[src/mspd_pkg.sv]
// shared types and constants for the multi-source pixel compare block
`default_nettype none
package mspd_pkg;

	// configuration register indexes
	localparam logic CFG_PACK_MODE    = 1'b0;
	localparam logic CFG_SOURCE_COUNT = 1'b1;

	// pack modes
	localparam logic [1:0] MODE_INTENSITY = 2'd0;
	localparam logic [1:0] MODE_TIGHT     = 2'd1;
	localparam logic [1:0] MODE_NO_ALPHA  = 2'd2;

	// queue between front and divider
	localparam int unsigned QUEUE_DEPTH = 4;
	localparam int unsigned QUEUE_PTR_W = $clog2(QUEUE_DEPTH);
	localparam int unsigned QUEUE_CNT_W = $clog2(QUEUE_DEPTH + 1);

	typedef struct packed {
		logic [7:0] byte_0;
		logic [7:0] byte_1;
		logic [7:0] byte_2;
		logic [7:0] byte_3;
		logic       past_end;
	} item_t;

	typedef struct packed {
		logic [7:0] green_level;
		logic [7:0] mismatch_count;
	} result_t;

	// one finished pixel position waiting for the green level divide
	typedef struct packed {
		logic [7:0] mismatch_count;
		logic [7:0] source_count;
	} div_req_t;

	// front to top status
	typedef struct packed {
		logic       done;
		div_req_t   req;
	} front_out_t;

endpackage
`default_nettype wire

[src/multi_source_pixel_diff.sv]
// top level of the multi-source pixel compare block
`default_nettype none
// One request per source arrives in order for a pixel position; each is packed into
// an rgba pixel by the pixel format setting (padding when past_end), compared with the
// first source's pixel, and after source_count requests (each request alone when it is
// zero) one result leaves with the mismatch count and green_level = floor(255*count/
// source_count), 255 when the count is not below the source count and 0 when
// source_count is zero. The front end takes one request per cycle while the queue is
// not full. Each finished position goes through a four-entry queue to a restoring
// divider that retires one quotient bit per cycle; it takes the next position only
// once its last result has gone to the output register, and skips the divide when
// the count is zero or not below the source count. full rises while the queue is full.
// Results wait in an output register read through empty/pop. The configuration port
// is always ready; index 0 is the pixel format, index 1 source_count.
module multi_source_pixel_diff import mspd_pkg::*; (
	input  wire logic       clk,
	input  wire logic       arst_n,
	// request side
	input  wire logic       push,
	input  wire item_t      item,
	output logic            full,
	// result side
	input  wire logic       pop,
	output result_t         result,
	output logic            empty,
	// configuration writes
	input  wire logic       cfg_valid,
	output logic            cfg_ready,
	input  wire logic       cfg_index,
	input  wire logic [7:0] cfg_data
);

	logic [1:0]  pix_format_q;
	logic [7:0]  source_count_q;
	logic        accept;
	front_out_t  front_st;
	div_req_t    q_rd_data;
	logic        q_full;
	logic        q_empty;
	logic        div_take;
	logic        div_valid;
	result_t     div_res;
	logic        out_free;
	logic        out_valid_q;
	result_t     out_q;

	// configuration registers, writes only land between positions or mid-position
	assign cfg_ready = 1'b1;

	always_ff @(posedge clk or negedge arst_n) begin
		if (!arst_n) begin
			pix_format_q   <= MODE_INTENSITY;
			source_count_q <= 8'd2;
		end else if (cfg_valid && cfg_ready) begin
			unique case (cfg_index)
				CFG_PACK_MODE:    pix_format_q   <= cfg_data[1:0];
				CFG_SOURCE_COUNT: source_count_q <= cfg_data;
				default:          pix_format_q   <= pix_format_q;
			endcase
		end
	end

	// request side stalls only on a full divider queue
	assign full   = q_full;
	assign accept = push & ~q_full;

	mspd_front u_front (
		.clk          (clk),
		.arst_n       (arst_n),
		.accept       (accept),
		.item         (item),
		.pix_format   (pix_format_q),
		.source_count (source_count_q),
		.status       (front_st)
	);

	mspd_fifo u_queue (
		.clk     (clk),
		.arst_n  (arst_n),
		.wr_en   (front_st.done),
		.wr_data (front_st.req),
		.rd_en   (div_take),
		.rd_data (q_rd_data),
		.full    (q_full),
		.empty   (q_empty)
	);

	mspd_divider u_div (
		.clk       (clk),
		.arst_n    (arst_n),
		.req_avail (~q_empty),
		.req       (q_rd_data),
		.req_take  (div_take),
		.res_valid (div_valid),
		.res       (div_res),
		.res_ready (out_free)
	);

	// output register, refilled in the cycle it is popped
	assign out_free = ~out_valid_q | pop;

	always_ff @(posedge clk or negedge arst_n) begin
		if (!arst_n) begin
			out_valid_q <= 1'b0;
		end else if (out_free) begin
			out_valid_q <= div_valid;
		end
	end

	always_ff @(posedge clk) begin
		if (out_free && div_valid) begin
			out_q <= div_res;
		end
	end

	assign empty  = ~out_valid_q;
	assign result = out_q;

	// a match never shows a green level
	a_zero_count_black: assert property (@(posedge clk) disable iff (!arst_n)
		(!empty && result.mismatch_count == 8'd0) |-> (result.green_level == 8'd0))
		else $error("nonzero green level with zero mismatches");

	// a waiting result is not lost or changed before it is popped
	a_result_held: assert property (@(posedge clk) disable iff (!arst_n)
		(!empty && !pop) |=> (!empty && $stable(result)))
		else $error("waiting result dropped or changed");

	// a finished position never meets a full queue
	a_no_queue_overflow: assert property (@(posedge clk) disable iff (!arst_n)
		front_st.done |-> !q_full)
		else $error("position finished into a full queue");

endmodule
`default_nettype wire

[src/mspd_front.sv]
// front end: packs each source item, compares it to the first source, counts mismatches
`default_nettype none
module mspd_front import mspd_pkg::*; (
	input  wire logic       clk,
	input  wire logic       arst_n,
	input  wire logic       accept,
	input  wire item_t      item,
	input  wire logic [1:0] pix_format,
	input  wire logic [7:0] source_count,
	output front_out_t      status
);

	logic [31:0] ref_q;
	logic [7:0]  cnt_q;
	logic [7:0]  idx_q;
	logic [31:0] px;
	logic        first;
	logic        last;
	logic [7:0]  cnt_nxt;
	logic [8:0]  idx_inc;

	// rgba with red in the low byte
	function automatic logic [31:0] to_rgba(input item_t it, input logic [1:0] mode);
		logic [31:0] p;
		p = {8'hff, it.byte_0, it.byte_0, it.byte_0};
		if (it.past_end) begin
			p = {8'hff, 24'h000000};
		end else begin
			unique case (mode)
				MODE_TIGHT:    p = {it.byte_3, it.byte_2, it.byte_1, it.byte_0};
				MODE_NO_ALPHA: p = {8'hff, it.byte_2, it.byte_1, it.byte_0};
				default:       p = {8'hff, it.byte_0, it.byte_0, it.byte_0};
			endcase
		end
		return p;
	endfunction

	always_comb begin
		px      = to_rgba(item, pix_format);
		first   = (idx_q == 8'd0);
		cnt_nxt = first ? 8'd0 : (cnt_q + {7'd0, (px != ref_q)});
		idx_inc = {1'b0, idx_q} + 9'd1;
		last    = (idx_inc >= {1'b0, source_count});
	end

	always_ff @(posedge clk or negedge arst_n) begin
		if (!arst_n) begin
			ref_q <= '0;
			cnt_q <= '0;
			idx_q <= '0;
		end else if (accept) begin
			if (first) begin
				ref_q <= px;
			end
			if (last) begin
				idx_q <= '0;
				cnt_q <= '0;
			end else begin
				idx_q <= idx_inc[7:0];
				cnt_q <= cnt_nxt;
			end
		end
	end

	assign status.done               = accept & last;
	assign status.req.mismatch_count = cnt_nxt;
	assign status.req.source_count   = source_count;

endmodule
`default_nettype wire

[src/mspd_fifo.sv]
// short request queue between the front end and the divider
`default_nettype none
module mspd_fifo import mspd_pkg::*; (
	input  wire logic     clk,
	input  wire logic     arst_n,
	input  wire logic     wr_en,
	input  wire div_req_t wr_data,
	input  wire logic     rd_en,
	output div_req_t      rd_data,
	output logic          full,
	output logic          empty
);

	div_req_t               mem_q [QUEUE_DEPTH];
	logic [QUEUE_PTR_W-1:0] wr_ptr_q;
	logic [QUEUE_PTR_W-1:0] rd_ptr_q;
	logic [QUEUE_CNT_W-1:0] cnt_q;
	logic                   do_wr;
	logic                   do_rd;

	assign full  = (cnt_q == QUEUE_CNT_W'(QUEUE_DEPTH));
	assign empty = (cnt_q == '0);
	assign do_wr = wr_en & ~full;
	assign do_rd = rd_en & ~empty;
	assign rd_data = mem_q[rd_ptr_q];

	always_ff @(posedge clk) begin
		if (do_wr) begin
			mem_q[wr_ptr_q] <= wr_data;
		end
	end

	always_ff @(posedge clk or negedge arst_n) begin
		if (!arst_n) begin
			wr_ptr_q <= '0;
			rd_ptr_q <= '0;
			cnt_q    <= '0;
		end else begin
			if (do_wr) begin
				wr_ptr_q <= wr_ptr_q + QUEUE_PTR_W'(1);
			end
			if (do_rd) begin
				rd_ptr_q <= rd_ptr_q + QUEUE_PTR_W'(1);
			end
			if (do_wr && !do_rd) begin
				cnt_q <= cnt_q + QUEUE_CNT_W'(1);
			end else if (do_rd && !do_wr) begin
				cnt_q <= cnt_q - QUEUE_CNT_W'(1);
			end
		end
	end

endmodule
`default_nettype wire

[src/mspd_divider.sv]
// back end: radix-2 restoring divide for floor(255*count/sources), one bit per cycle
`default_nettype none
module mspd_divider import mspd_pkg::*; (
	input  wire logic     clk,
	input  wire logic     arst_n,
	input  wire logic     req_avail,
	input  wire div_req_t req,
	output logic          req_take,
	output logic          res_valid,
	output result_t       res,
	input  wire logic     res_ready
);

	localparam logic [1:0] ST_IDLE = 2'd0;
	localparam logic [1:0] ST_DIV  = 2'd1;
	localparam logic [1:0] ST_DONE = 2'd2;

	logic [1:0]  st_q;
	logic [2:0]  step_q;
	logic [7:0]  rem_q;
	logic [7:0]  lo_q;
	logic [7:0]  quo_q;
	logic [7:0]  cnt_q;
	logic [7:0]  div_q;
	logic [15:0] dividend;
	logic [8:0]  trial;
	logic        qbit;
	logic [7:0]  rem_nxt;

	// 255*c = 256*c - c
	assign dividend = {req.mismatch_count, 8'd0} - {8'd0, req.mismatch_count};
	assign req_take = (st_q == ST_IDLE) & req_avail;

	always_comb begin
		trial   = {rem_q, lo_q[7]};
		qbit    = (trial >= {1'b0, div_q});
		rem_nxt = qbit ? 8'(trial - {1'b0, div_q}) : trial[7:0];
	end

	always_ff @(posedge clk or negedge arst_n) begin
		if (!arst_n) begin
			st_q   <= ST_IDLE;
			step_q <= '0;
		end else begin
			unique case (st_q)
				ST_IDLE: begin
					if (req_avail) begin
						if (req.source_count == 8'd0 || req.mismatch_count == 8'd0 ||
						    req.mismatch_count >= req.source_count) begin
							st_q <= ST_DONE;
						end else begin
							st_q <= ST_DIV;
						end
						step_q <= '0;
					end
				end
				ST_DIV: begin
					step_q <= step_q + 3'd1;
					if (step_q == 3'd7) begin
						st_q <= ST_DONE;
					end
				end
				ST_DONE: begin
					if (res_ready) begin
						st_q <= ST_IDLE;
					end
				end
				default: st_q <= ST_IDLE;
			endcase
		end
	end

	always_ff @(posedge clk) begin
		if (req_take) begin
			cnt_q <= req.mismatch_count;
			div_q <= req.source_count;
			rem_q <= dividend[15:8];
			lo_q  <= dividend[7:0];
			// quotient saturates once count reaches the source count
			if (req.source_count == 8'd0 || req.mismatch_count == 8'd0) begin
				quo_q <= 8'd0;
			end else if (req.mismatch_count >= req.source_count) begin
				quo_q <= 8'hff;
			end else begin
				quo_q <= 8'd0;
			end
		end else if (st_q == ST_DIV) begin
			rem_q <= rem_nxt;
			lo_q  <= {lo_q[6:0], 1'b0};
			quo_q <= {quo_q[6:0], qbit};
		end
	end

	assign res_valid          = (st_q == ST_DONE);
	assign res.green_level    = quo_q;
	assign res.mismatch_count = cnt_q;

endmodule
`default_nettype wire

[config.mk]
export PLATFORM = sky130hd
export DESIGN_NAME = multi_source_pixel_diff
export DESIGN_NICKNAME = d
export VERILOG_FILES = /design/src/mspd_pkg.sv /design/src/multi_source_pixel_diff.sv /design/src/mspd_front.sv /design/src/mspd_fifo.sv /design/src/mspd_divider.sv
export SDC_FILE = /design/constraint.sdc
export NUM_CORES = 1
export LEC_CHECK = 0
export ABC_AREA = 1
export BUFFER_PORTS_ARGS = -buffer_cell sky130_fd_sc_hd__buf_4
export CAP_MARGIN = 10
export CORE_ASPECT_RATIO = 1.75
export CORE_MARGIN = 2
export CORE_UTILIZATION = 44
export DETAILED_ROUTE_END_ITERATION = 16
export PLACE_DENSITY_LB_ADDON = 0.1
export SLEW_MARGIN = 20
export SYNTH_ARGS = -nofsm -noshare
export SYNTH_HDL_FRONTEND = slang
export SYNTH_SLANG_ARGS = --single-unit
[constraint.sdc]
create_clock -name clk -period 4.25 [get_ports clk]
set_input_delay 0.2125 -clock clk [delete_from_list [all_inputs] [get_ports clk]]
set_output_delay 0.2125 -clock clk [all_outputs]
set_load 0.01 [all_outputs]
## After elaboration in Yosys (flattened, before gate mapping)

Memory sizes are Yosys's and may differ from the RTL's.
Cells that the tools add are included.

| word-level totals | value |
|---|---|
| bits in registers | 127 |
| RAM bits | 64 |
| bits of input ports | 47 |
| output and inout port bits | 19 |
| word-level logic and storage cells | 96 |
| memories kept | 1 |

Memory list:

| memory | words | width | read ports | clocked after Yosys merged registers in | write ports | RTL line | source |
|---|---|---|---|---|---|---|---|
| u_queue.mem_q | 4 | 16 | 1 | 0 | 1 | mspd_fifo.sv:14 | `div_req_t mem_q [QUEUE_DEPTH];` |

| operators by class | value |
|---|---|
| add/sub/neg operators | 9 |
| $lt $le $gt $ge | 3 |
| eq/ne operators | 10 |
| muxes and demuxes | 25 |
| bitwise operators | 10 |
| reduce and logical (&&, ||, !) cells | 20 |

Operator list:

| cell | number |
|---|---|
| 8-bit two-way mux | 12 |
| 32-bit one-hot mux with 2 select lines | 1 |
| 32-bit two-way mux | 1 |
| 32-bit inequality test | 1 |
| 8-bit logical NOT | 3 |
| 9-bit by 8-bit >= comparator with 1-bit output | 2 |
| 16-bit by 8-bit subtractor with 16-bit output | 1 |
| 8-bit by 1-bit adder with 9-bit output (second input constant) | 1 |
| 3-bit two-way mux | 3 |
| 8-bit by 1-bit adder with 8-bit output | 1 |
| 8-bit >= comparator | 1 |
| 2-bit two-way mux | 4 |
| 2-bit AND reduction | 4 |
| 8-bit subtractor | 1 |
| 3-bit by 1-bit adder with 3-bit output (second input constant) | 2 |
| 3-bit equality test (second input constant) | 2 |
| 2-bit one-hot mux with 3 select lines | 1 |
| 3-bit one-hot mux with 2 select lines | 1 |
| 2-bit nonzero test | 3 |
| 1-bit AND | 5 |
| 2-bit by 1-bit adder with 2-bit output (second input constant) | 2 |
| 2-bit by 1-bit equality test with 1-bit output (second input constant) | 2 |
| 2-bit equality test (second input constant) | 2 |
| 2-bit by 1-bit inequality test with 1-bit output (second input constant) | 2 |
| 11 further kinds | 19 |

## Depth between registers and ports, before layout

| logic depth | value |
|---|---|
| depth after elaboration | 9 |
| mapped depth | 24 |
| mapped depth without buffers | 24 |

## Hierarchy

From an unflattened synthesis, not the netlist that was laid out.

| second synthesis, totals | value |
|---|---|
| cells, all modules | 1191 |
| area, all modules | 10572.6 um^2 |

By module, submodules not included:

| module | instances | cells an instance | area an instance (um^2) | seq. area each (um^2) |
|---|---|---|---|---|
| mspd_front | 1 | 534 | 3552.2 | 1201.2 |
| mspd_fifo | 1 | 248 | 3198.1 | 2097.0 |
| mspd_divider | 1 | 336 | 2861.5 | 1326.3 |
| multi_source_pixel_diff | 1 | 73 | 960.9 | 757.0 |

## Worst setup path after synthesis

No wires, ideal clock.

| timing path | value |
|---|---|
| path type | reg-to-reg |
| start | reg u_front.idx_q[0] |
| end | reg u_queue.cnt_q[2] |
| setup time | 0.131 ns |
| arrival time | 2.861 ns |
| required time | 4.119 ns |
| setup slack | 1.258 ns |
| cell stages (with the launch flop) | 22 |
| buffers on the path | 0 |
| clock period less this slack | 2.992 ns |
| cell sequence | dfrtp_1 > ha_1 > nand3_1 > xor2_1 > inv_1 > ha_1 > nand2_1 > nor2_1 > nand2_1 > nand3_1 > nand2_1 > nand2_1 > nand2_1 > nand2_1 > nand2_1 > inv_2 > ha_1 > inv_1 > fa_1 > a21oi_1 > o21ai_0 > xor2_1 |

| on the way | value |
|---|---|
| cells in the longest elaborated chain, start to end | 7 |
| elaborated cells between the ends (all ways) | 9 |
| classes of those cells | add/sub (1); order compare (1); mux (1); bitwise (2); reduce/logical (4) |

RTL lines:

| what | RTL line | source |
|---|---|---|
| start, declared | mspd_front.sv:15 | `logic [7:0] idx_q;` |
| start signal, assigned | mspd_front.sv:59 | `idx_q <= idx_inc[7:0];` |
| 8-bit by 1-bit adder with 9-bit output (*) | mspd_front.sv:42 | `idx_inc = {1'b0, idx_q} + 9'd1;` |
| 9-bit by 8-bit >= comparator with 1-bit output (*) | mspd_front.sv:43 | `last = (idx_inc >= {1'b0, source_count});` |
| 1-bit AND (*) | mspd_front.sv:65 | `assign status.done = accept & last;` |
| 1-bit AND (*) | mspd_fifo.sv:23 | `assign do_wr = wr_en & ~full;` |
| net u_queue.do_wr | mspd_fifo.sv:18 | `logic do_wr;` |
| 1-bit logical NOT | mspd_fifo.sv:47 | `end else if (do_rd && !do_wr) begin` |
| 1-bit logical AND | mspd_fifo.sv:47 |  |
| 2-bit nonzero test (no source line) | n/a |  |
| end signal, assigned | mspd_fifo.sv:46 | `cnt_q <= cnt_q + QUEUE_CNT_W'(1);` |
| end signal, assigned | mspd_fifo.sv:48 | `cnt_q <= cnt_q - QUEUE_CNT_W'(1);` |
| end, declared | mspd_fifo.sv:17 | `logic [QUEUE_CNT_W-1:0] cnt_q;` |

The timed path passes the listed nets; every way through them passes the cells marked *.
A chain may end at the register's enable or synchronous reset.

==> impl_metrics.prom <==
# TYPE chip_impl_metric gauge
chip_impl_metric{name="worst_setup_hold_path_clk_slew",unit="ns"} 0.07
chip_impl_metric{name="vias",unit=""} 7265
chip_impl_metric{name="dpl_worst_slack",unit="ns"} 0.849
chip_impl_metric{name="fin_worst_skew",unit="ns"} 0.0103
chip_impl_info{name="grt_setup_unrepaired",value="false"} 1
chip_impl_metric{name="power.leakage",unit="nW"} 5.24
chip_impl_metric{name="port_buffers",unit=""} 64
chip_impl_info{name="slowest_library_cell_on_the_worst_path",value="sky130_fd_sc_hd__dfrtp_1"} 1
chip_impl_metric{name="core_area",unit="mm²"} 0.0220
chip_impl_metric{name="swShare",unit="%"} 41.2
chip_impl_info{name="end_kind",value="flop"} 1
chip_impl_info{name="synth_top_family_by_area",value="simple AND/OR/NAND/NOR gates"} 1
chip_impl_metric{name="critPathMaxFanout",unit=""} 17
chip_impl_metric{name="io-pin-count",unit=""} 66
chip_impl_metric{name="power.share.clock",unit="%"} 18.4
chip_impl_metric{name="synth_edf_count",unit=""} 120
chip_impl_metric{name="ys_seq_elements",unit=""} 191
chip_impl_metric{name="hold-worst-slack",unit="ns"} 0.0204
chip_impl_metric{name="report.final.setup_viol",unit=""} 0
chip_impl_info{name="reg2reg_launch_point",value="pix_format_q[0]$_DFFE_PN0P_"} 1
chip_impl_metric{name="crit_arrival",unit="ns"} 3.79
chip_impl_metric{name="clk_latency",unit="ns"} 0.44
chip_impl_metric{name="dieHeight",unit="µm"} 201
chip_impl_metric{name="die_x",unit="µm"} 117
chip_impl_metric{name="cts_sinks",unit=""} 191
chip_impl_metric{name="final_layout_size_suffix_gt1_share",unit="%"} 11.1
chip_impl_metric{name="area_share_of_the_largest_cell_type_after_synthesis",unit="%"} 36.8
chip_impl_metric{name="cell_internal_pwr",unit="mW"} 4.72
chip_impl_metric{name="number_of_antenna_violations_at_the_first_check_in_global_routing",unit=""} 0
chip_impl_metric{name="min_period_over_period",unit="%"} 80.4
chip_impl_metric{name="route.antenna.remaining_nets",unit=""} 0
chip_impl_info{name="critical_path.startpoint",value="pix_format_q[0]$_DFFE_PN0P_"} 1
chip_impl_info{name="hold_path.startpoint",value="cfg_data[5]"} 1
chip_impl_info{name="synth.largest_area_cell",value="sky130_fd_sc_hd__edfxtp_1"} 1
chip_impl_info{name="root_buffer",value="sky130_fd_sc_hd__clkbuf_16"} 1
chip_impl_metric{name="final.setup.worst_slack",unit="ns"} 0.833
chip_impl_metric{name="synth_cells",unit=""} 1112
chip_impl_metric{name="largest_register_ffs",unit=""} 64
chip_impl_metric{name="slowest_delay",unit="ns"} 0.39
chip_impl_info{name="critPathLaunchType",value="flop"} 1
chip_impl_metric{name="cap_violations",unit=""} 0
chip_impl_metric{name="syn-num-nets",unit=""} 1199
chip_impl_metric{name="grt_pass1_wl",unit="mm"} 35.4
chip_impl_metric{name="tritoncts.num_buffers",unit=""} 17
chip_impl_metric{name="synth.yosys.seq_area_share",unit="%"} 55.0
chip_impl_metric{name="power.combinational.fraction",unit="%"} 43.7
chip_impl_metric{name="detailedPlacementHpwl",unit="mm"} 15.9
chip_impl_metric{name="via_per_inst",unit=""} 4.88
chip_impl_info{name="library_cell_appearing_most_often_on_the_critical_path",value="sky130_fd_sc_hd__nand2_1"} 1
chip_impl_metric{name="power.ir.vdd_worst",unit="mV"} 0.269
chip_impl_metric{name="grt.total_usage",unit="%"} 19.6
chip_impl_metric{name="cts.htree.levels",unit=""} 4
chip_impl_info{name="synthTopCellsByArea",value="sky130_fd_sc_hd__edfxtp_1 37%, sky130_fd_sc_hd__dfrtp_1 18%, sky130_fd_sc_hd__nand2_1 16%, sky130_fd_sc_hd__ha_1 4.9%, sky130_fd_sc_hd__inv_1 4.3%"} 1
chip_impl_metric{name="synth_area_per_cell",unit="µm²"} 8.80
chip_impl_info{name="worst_hold_path_type",value="in2reg"} 1
chip_impl_info{name="cts_tree",value="yes"} 1
chip_impl_info{name="run_status",value="finished clean"} 1
chip_impl_metric{name="post_synth_mux_area_share",unit="%"} 0
chip_impl_metric{name="synth-adder-area-share",unit="%"} 5.27
chip_impl_info{name="synth_most_common_cell",value="sky130_fd_sc_hd__nand2_1"} 1
chip_impl_metric{name="total_drc_errors_in_the_routed_layout",unit=""} 0
chip_impl_info{name="cp_cell_sequence",value="inv_1 > ha_1 > clkinv_1 > buf_4 > nand2_2 > nor2_2 > nand2_1 > nand2_1 > nand2_1 > nor2_1 > nand3_1 > nor2_1 > nand3_1 > ha_1 > ha_1 > nand2_1 > inv_1 > nand3_1 > nor2_1 > xor2_1 > nor2_1 > nand2_1 > nand2_1"} 1
chip_impl_metric{name="crit_required",unit="ns"} 4.62
chip_impl_metric{name="postSynth.asyncResetShare",unit="%"} 37.2
chip_impl_metric{name="synth_xor_xnor_area_share",unit="%"} 1.88
chip_impl_metric{name="maxClockFrequency",unit="GHz"} 0.293
chip_impl_metric{name="timing.final.hold_violations",unit=""} 0
chip_impl_info{name="path_class",value="reg2reg"} 1
chip_impl_metric{name="slew_violations",unit=""} 0
chip_impl_metric{name="share_of_the_synthesized_area_in_compound_gates_ao_oa_aoi_oai",unit="%"} 4.95
chip_impl_metric{name="row_count",unit=""} 72
chip_impl_metric{name="final.fill_count",unit=""} 2151
chip_impl_metric{name="grt_start_max_net_pins",unit=""} 61
chip_impl_metric{name="start_util",unit="%"} 44.5
chip_impl_metric{name="synth_cell_area",unit="mm²"} 0.00979
chip_impl_metric{name="antenna_cells",unit=""} 0
chip_impl_info{name="postSynth.topFlopCell",value="sky130_fd_sc_hd__edfxtp_1"} 1
chip_impl_metric{name="wirelength",unit="mm"} 21.4
chip_impl_info{name="max_flop_register",value="u_queue.mem_q"} 1
chip_impl_metric{name="total_gr_overflow",unit=""} 0
chip_impl_metric{name="simple_gate_area_share_of_the_yosys_netlist",unit="%"} 26.9
chip_impl_metric{name="finalNetCount",unit=""} 1268
chip_impl_metric{name="drtIter0Drc",unit=""} 487
chip_impl_metric{name="slew_at_the_pin_with_the_worst_max_slew_slack",unit="ns"} 1.02
chip_impl_metric{name="switching_power",unit="mW"} 3.31
chip_impl_metric{name="max_slew_margin",unit="%"} 32.0
chip_impl_metric{name="detail_route.first_pass.iterations",unit=""} 4
chip_impl_metric{name="synth.distinct_cells",unit=""} 42
chip_impl_metric{name="post-route-min-period",unit="ns"} 3.42
chip_impl_metric{name="postLayoutCoreUtil",unit="%"} 50.7
chip_impl_metric{name="grt_pass1_vias",unit=""} 7258
chip_impl_metric{name="cts.path.max_buffers",unit=""} 2
chip_impl_metric{name="fin_tns_setup",unit="ns"} 0
chip_impl_metric{name="yosysWarningCount",unit=""} 0
chip_impl_metric{name="seq_power_share",unit="%"} 37.9
chip_impl_metric{name="powerDensity",unit="mW/mm²"} 721
chip_impl_metric{name="post_dp_cell_area",unit="mm²"} 0.0106
chip_impl_metric{name="design.die.area",unit="mm²"} 0.0235
chip_impl_metric{name="area_growth",unit="%"} 13.9
chip_impl_metric{name="routedWlPerCell",unit="µm"} 14.3
chip_impl_metric{name="globalplace.congestion",unit=""} 0.835
chip_impl_metric{name="layout.cell_area.non_filler",unit="mm²"} 0.0111
chip_impl_info{name="ys_top_cells_by_count",value="413 x sky130_fd_sc_hd__nand2_1, 120 x sky130_fd_sc_hd__edfxtp_1, 113 x sky130_fd_sc_hd__inv_1, 73 x sky130_fd_sc_hd__nand3_1, 72 x sky130_fd_sc_hd__nor2_1"} 1
==> power by group through the flow <==
stage / Clock [mW] / Sequential (mW) / Combinational (mW)
after CTS: 1.51 / 3.06 / 3.58
after global placement: 0 / 3.08 / 3.52
after global routing: 1.58 / 3.12 / 4.06
after floorplan: 0 / 3.03 / 2.59
final: 1.48 / 3.05 / 3.51
after detailed placement: 0 / 3.09 / 3.56
==> cell type report <==
cell class | count | area, µm² | share of cell area (%)
sequential | 191 | 5380 | 48.3
multi-input combinational | 773 | 3820 | 34.3
timing repair buffer | 79 | 596 | 5.34
clock buffer | 21 | 450 | 4.04
inverter | 119 | 447 | 4.01
tap | 296 | 370 | 3.32
clock inverter | 11 | 82.6 | 0.741
==> per-stage QoR <==
step                std cells  total power [mW]
global placement         1457              6.59
detailed placement       1457              6.65
finish                   1490              8.03
global route             1490              8.75
floorplan                1112              5.61
CTS                      1490              8.14
==> routing by layer <==
layer  wire [µm]  up-vias  global-route usage (%)
li1            -     3757                       -
met5           0        -                       0
met4         608        0                    8.03
met1        8060     3362                    19.9
met2       12200      110                    38.2
met3         505       36                    3.10
==> cell usage in the layout, fill, tap and decap left out, drive strengths merged <==
master       count
a21o             1
a21oi           25
a31o             1
a31oi            1
and3             1
buf             78
clkbuf          21
clkinv           3
clkinvlp         7
conb             1
dfrtp           70
dfstp            1
dlygate4sd3      1
edfxtp         120
fa               2
ha              38
inv            120
nand2          416
nand3           75
nand3b          19
nand4           15
nor2            77
nor3             7
nor3b            3
nor4             4
o211ai           3
o21ai           60
or2              3
xnor2            4
xor2            17
==> cell families (layout without fill, tap and decap cells) <==
kind of cell               after synthesis  count (layout)
other                                    1               1
AOI/OAI and AO/OA                       91              91
adders and majority gates               40              40
and+or+nand+nor                        620             620
buffers and inverters                  148             230
DFF                                    191             191
xor gates and xnor gates                21              21
==> timing repair <==
action / CTS / global route
hold endpoints to repair: 26 / 0
hold buffers: 1 / 0
buffers inserted: 0 / 0
resized for setup: 0 / 0
==> critical path, delay by kind of cell, from the launching register on <==
family / cells / cell delay, ns
simple gates: 15 / 1.74
xor+xnor: 1 / 0.13
fa+ha+maj: 3 / 0.70
flops: 1 / 0.39
buf+inv: 4 / 0.37
==> worst paths after layout <==
kind | to | slack, ns | cells past startpoint
setup / recovery | u_front.cnt_q[6]$_DFFE_PN0P_ | 0.83 | 23
hold / removal | source_count_q[5]$_DFFE_PN0P_ | 0.02 | 3
setup reg to reg | u_front.cnt_q[6]$_DFFE_PN0P_ | 0.83 | 23
hold reg to reg | result[5]$_DFFE_PP_ | 0.42 | 0
max in group asynchronous | u_queue.rd_ptr_q[0]$_DFFE_PN0P_ | 3.04 | 3
min in group asynchronous | out_valid_q$_DFFE_PN0N_ | 0.24 | 2
(Power assumes the default switching activity.)
